**src/hw/rtl/kcc_pkg.sv**
```systemverilog
// Shared types and constants for the k-means color clustering unit.
// No dependencies.
package kcc_pkg;
	localparam int KCC_MAX_CENTERS = 16;
	localparam int KCC_MAX_PIXELS  = 4096;
	localparam logic [15:0] LFSR_TAPS = 16'hB400;
	localparam logic [4:0] CC_RESET = 5'd4;
	localparam logic [6:0] MS_RESET = 7'd100;
	localparam logic [15:0] SEED_RESET = 16'd1;
	localparam logic [1:0] REG_CENTER_COUNT = 2'd0;
	localparam logic [1:0] REG_MAX_STEPS = 2'd1;
	localparam logic [1:0] REG_LFSR_SEED = 2'd2;
	localparam logic OP_CENTER = 1'b0;
	localparam logic OP_PIXEL = 1'b1;

	typedef enum logic [3:0] {
		CMD_NONE, CMD_CLR, CMD_ASSIGN, CMD_UPD_START, CMD_UPD_STEP, CMD_EMIT
	} kcc_cmd_e_t;

	typedef struct packed {
		kcc_cmd_e_t cmd;
		logic       store_px;   // write pixel on input transaction
		logic       load_ctr;
	} kcc_ctl_t;

	typedef struct packed {
		logic assign_done;   // all pixels assigned
		logic upd_done;      // all centers updated
		logic all_same;
		logic emit_done;
	} kcc_sts_t;

	function automatic logic [15:0] lfsr_step(input logic [15:0] v);
		logic [15:0] n;
		n = {1'b0, v[15:1]};
		if (v[0]) n = n ^ LFSR_TAPS;
		return n;
	endfunction
endpackage

```
**src/hw/rtl/kcc_ctrl.sv**
```systemverilog
// Controller state machine: load, assign, update, emit sequencing.
// Uses kcc_pkg.
module kcc_ctrl import kcc_pkg::*; (
	input  logic       clk,
	input  logic       arst_n,
	input  logic       start,
	input  logic       op,
	input  logic       last,
	input  logic [6:0] limit,
	input  kcc_sts_t   sts,
	input  logic       full,
	output kcc_ctl_t   ctl,
	output logic       busy,
	output logic       done,
	output logic [6:0] steps_used,
	output logic       converged,
	output logic       overflow,
	output logic       run_end
);
	typedef enum logic [2:0] {S_IDLE, S_CLR, S_ASSIGN, S_UPD0, S_UPD, S_EMIT0, S_EMIT} st_t;
	st_t st_q;
	logic acc;
	logic ovf_q;

	assign acc = start && !busy;
	assign busy = (st_q != S_IDLE);
	// clear the pixel count on the same edge that returns to idle
	assign run_end = (st_q == S_EMIT) && sts.emit_done;
	always_comb begin
		ctl.store_px = acc && (op == OP_PIXEL);
		ctl.load_ctr = acc && (op == OP_CENTER);
		case (st_q)
			S_CLR:   ctl.cmd = CMD_CLR;
			S_ASSIGN: ctl.cmd = CMD_ASSIGN;
			S_UPD0:  ctl.cmd = CMD_UPD_START;
			S_UPD:   ctl.cmd = CMD_UPD_STEP;
			S_EMIT:  ctl.cmd = CMD_EMIT;
			default: ctl.cmd = CMD_NONE;
		endcase
	end

	always_ff @(posedge clk or negedge arst_n) begin
		if (!arst_n) begin
			st_q <= S_IDLE;
			ovf_q <= 1'b0;
			steps_used <= '0;
			converged <= 1'b0;
			overflow <= 1'b0;
			done <= 1'b0;
		end else begin
			done <= (st_q == S_EMIT) && !sts.emit_done;
			case (st_q)
				S_IDLE: begin
					if (ctl.store_px) begin
						if (full) ovf_q <= 1'b1;
						if (last) begin
							st_q <= S_CLR;
							steps_used <= '0;
							overflow <= ovf_q || full;
						end
					end
				end
				S_CLR: begin
					steps_used <= steps_used + 1'b1;
					st_q <= S_ASSIGN;
				end
				S_ASSIGN: if (sts.assign_done) st_q <= S_UPD0;
				S_UPD0: st_q <= S_UPD;
				S_UPD: begin
					if (sts.upd_done) begin
						converged <= sts.all_same;
						if (sts.all_same || steps_used >= limit) st_q <= S_EMIT;
						else st_q <= S_CLR;
					end
				end
				S_EMIT: begin
					if (sts.emit_done) begin
						st_q <= S_IDLE;
						ovf_q <= 1'b0;
					end
				end
				default: st_q <= S_IDLE;
			endcase
		end
	end
endmodule

```
**config.mk**
```make
export PLATFORM = sky130hd
export DESIGN_NAME = kcc_ctrl
export DESIGN_NICKNAME = d
export VERILOG_FILES = /design/src/hw/rtl/kcc_pkg.sv /design/src/hw/rtl/kcc_ctrl.sv
export SDC_FILE = /design/constraint.sdc
export NUM_CORES = 1
export LEC_CHECK = 0
export BUFFER_PORTS_ARGS = -buffer_cell sky130_fd_sc_hd__buf_2
export CORE_ASPECT_RATIO = 0.7
export CORE_MARGIN = 2
export CORE_UTILIZATION = 47
export CTS_CLUSTER_DIAMETER = 50
export DETAILED_ROUTE_END_ITERATION = 16
export GPL_ROUTABILITY_DRIVEN = 0
export PLACE_DENSITY = 0.77
export SYNTH_ARGS = -nofsm -noshare
export SYNTH_HDL_FRONTEND = slang
export SYNTH_SLANG_ARGS = --single-unit
```
**constraint.sdc**
```tcl
create_clock -name clk -period 1.8 [get_ports clk]
set_input_delay 0.27 -clock clk [delete_from_list [all_inputs] [get_ports clk]]
set_output_delay 0.27 -clock clk [all_outputs]
set_load 0.005 [all_outputs]
```
==> summary.md <==
| Metric | Value |
|---|---|
| Status | `completed` |
| Area grow syn2layout | `25.54%` |
| Filler Cell Count | `164` |
| M1 WL | `932 um` |
| Cell accounting for the most synthesized area | `dfrtp_1` |
| Setup Fix Bufs, Post-CTS | `0` |
| Slew Viols, Final | `0` |
| Crit-path max FO | `12` |
| Met2 routed WL | `1003 um` |
| Predominant post-synthesis flop cell | `dfrtp_1` |
| Share of cells above drive strength 1 | `30.82%` |
| DRC Markers | `0` |
| Max clock buf depth | `2` |
| Multi-input gate area | `505.5 um2` |
| Final #Nets | `172` |
| Via density | `5.417` |
| Final setup vio count | `0` |
| Clock root buffer | `clkbuf_4` |
| Antenna violations before repair | `0` |
| Initial Utilization | `49.66%` |
| DR vias | `910` |
| Area after DPL | `1101 um2` |
| Antenna diode count | `0` |
| # IOs | `35` |
| Reg area | `351.6 um2` |
| Hold Path Origin | `sts[0]` |
| H-Tree Depth | `1` |
| Die ar. | `2335 um2` |
| Die extent in x | `56.91 um` |
| Total Wirelength | `2142 um` |
| Worst-path clk slew | `0.08 ns` |
| Vias in the first global route | `729` |
| Metal3 WL | `192 um` |
| Sequential share of the synthesized area | `38.04%` |
| Hold slack | `0.1958 ns` |
| Post-Syn Nets | `135` |
| CTS tree | `built` |
| HPWL Detailed | `1637 um` |
| Number of enable flip-flop cells after synthesis | `0` |
| Number of CTS-inserted buffers | `3` |
| Clock latency on the worst-skew pair | `0.28 ns` |
| Crit path required time | `1.53 ns` |
| HP Class | `input port to flip-flop` |
| Power Total | `1.604 mW` |
| F_max | `579.3 MHz` |
| Synthesized cell area | `920.9 um2` |
| Final instance area | `1156 um2` |
| Crit Path Category | `flip-flop to output port` |
| Max-cap violations | `0` |
| Mapped Avg Cell Area | `8.372 um2` |
| Largest net degree at the start of global routing | `15` |
| Startpoint Class | `flip-flop` |
| Synth top area share | `38.04%` |
| Top cells by area, synth | `dfrtp_1 38%, ha_1 11%, o21ai_0 6.5%` |
| I/O Buffers | `33` |
| Tmin final | `1.726 ns` |
| Seq cells post-synth | `14` |
| RR Startpoint | `steps_used[6]` |
| DRT iter0 DRCs | `33` |
| Cell count after synthesis | `110` |
| Worst Setup End Kind | `output port` |
| First-pass GRT wire length | `3167 um` |
| Synth warn | `0` |
| GR Util All Layers | `18.97%` |
| Die H | `41.04 um` |
| Top Metal Used | `met4` |
| Final Cycle Share | `95.90%` |
| Site row count | `13` |
| Drt first pass iters | `4` |
| Detail Route Antenna Nets | `0` |
| Wire per inst | `12.75 um` |
| Share of synthesized registers carrying an async set or reset | `100.0%` |
| Worst EP arrival | `1.46 ns` |
| Final Hold Fails | `0` |
| Critical path origin | `st_q[1]` |
| Final core utilization | `62.35%` |
| Clock Skews | `0.001384 ns` |
| Core area | `1854 um2` |
| GRT overflow | `0` |
| Power Dens Cells | `1388 nW/um2` |
| # clock sinks | `14` |
| Distinct cells, synth | `30` |
| Leak | `0.6404 nW` |
| Max IR drop VDD | `0.0007486 V` |
==> per-layer routing <==
| metal | vias to the layer above | track usage [%] |
|---|---|---|
| met5 | - | 0 |
| met4 | 0 | 5.814 |
| met3 | 2 | 6.625 |
| met1 | 416 | 24.95 |
| li1 | 449 | - |
| met2 | 43 | 30.17 |
==> power by group <==
group / switching [mW] / leakage, nW / internal [mW] / total [mW]
Clock: 0.103 / 0.0210 / 0.123 / 0.226
Combinational: 0.378 / 0.438 / 0.373 / 0.751
Sequential: 0.187 / 0.181 / 0.441 / 0.627
Total: 0.667 / 0.640 / 0.937 / 1.60
==> cell usage in the layout, fill, tap and decap left out, drive strengths merged <==
master	count
inv	10
nor4	1
dfrtp	14
or3	1
o21ai	13
nor2b	2
mux2	1
nand2	14
and2b	1
and3	4
o31ai	2
dlygate4sd3	1
nand3	6
or2b	1
clkbuf	4
conb	1
a21oi	5
a22o	1
buf	36
mux4	1
o31a	1
ha	8
nor2	12
nor3	1
o211a	1
a211oi	2
or3b	1
a31oi	1
==> flip-flops by register name, summed over array words and instances, names as in the netlist <==
register / cells
done: 1
st_q: 3
overflow: 1
converged: 1
steps_used: 7
ovf_q: 1
==> worst paths after layout <==
path	endpoint	slack (ns)	cells after the start
hold reg to reg	converged	0.52	1
setup / recovery	ctl[1]	0.07	3
max in group asynchronous	st_q[2]	1.14	2
min in group asynchronous	st_q[0]	0.41	2
hold / removal	done	0.20	2
setup reg to reg	st_q[0]	0.18	5
==> timing repair <==
action                                 in CTS  in global routing
hold buffers                                1                  0
endpoints found under the hold margin      14                  0
resized for setup                           0                  3
setup endpoints to repair                   0                  4
==> synth_stat cells, drive strengths merged (2+ instances only) <==
cell type,instances
and3,4
dfrtp,14
clkbuf,2
o21ai,13
a211oi,2
o31ai,2
ha,8
nand3,6
a21oi,5
nand2,14
nor2,12
buf,3
inv,10
nor2b,2
==> logic make-up after synthesis <==
family                     count (synthesis)  synth area share (%)
adders and majority gates                  8                 10.87
buffers and inverters                     15                 7.879
other                                      1                0.4072
muxes                                      2                 3.668
DFF                                       14                 38.04
and+or+nand+nor                           44                 22.42
AOI/OAI and AO/OA                         26                 16.71
==> worst max-delay path, cell delays in order (launching register included) <==
cell and delay (ns):
dfrtp_1 0.52, nor3_2 0.32, and3_1 0.22, buf_2 0.12
==> area by class of cell <==
type	instances	area share [%]
Inverter	10	3.247
Clock buffer	4	3.139
Timing Repair Buffer	37	17.10
Multi-Input combinational cell	81	43.72
Tap cell	22	2.381
Sequential cell	14	30.41
==> per-stage QoR <==
stage | setup WS (ns) | setup TNS [ns] | cells
3_3_place_gp | 0.2839 | 0 | 163
3_5_place_dp | 0.2050 | 0 | 163
2_1_floorplan | 0.3596 | 0 | 110
6_report | 0.07389 | 0 | 168
4_1_cts | 0.01204 | 0 | 168
5_1_grt | -0.01429 | -0.01429 | 168
No activity file was read; power rests on OpenSTA's default activity.
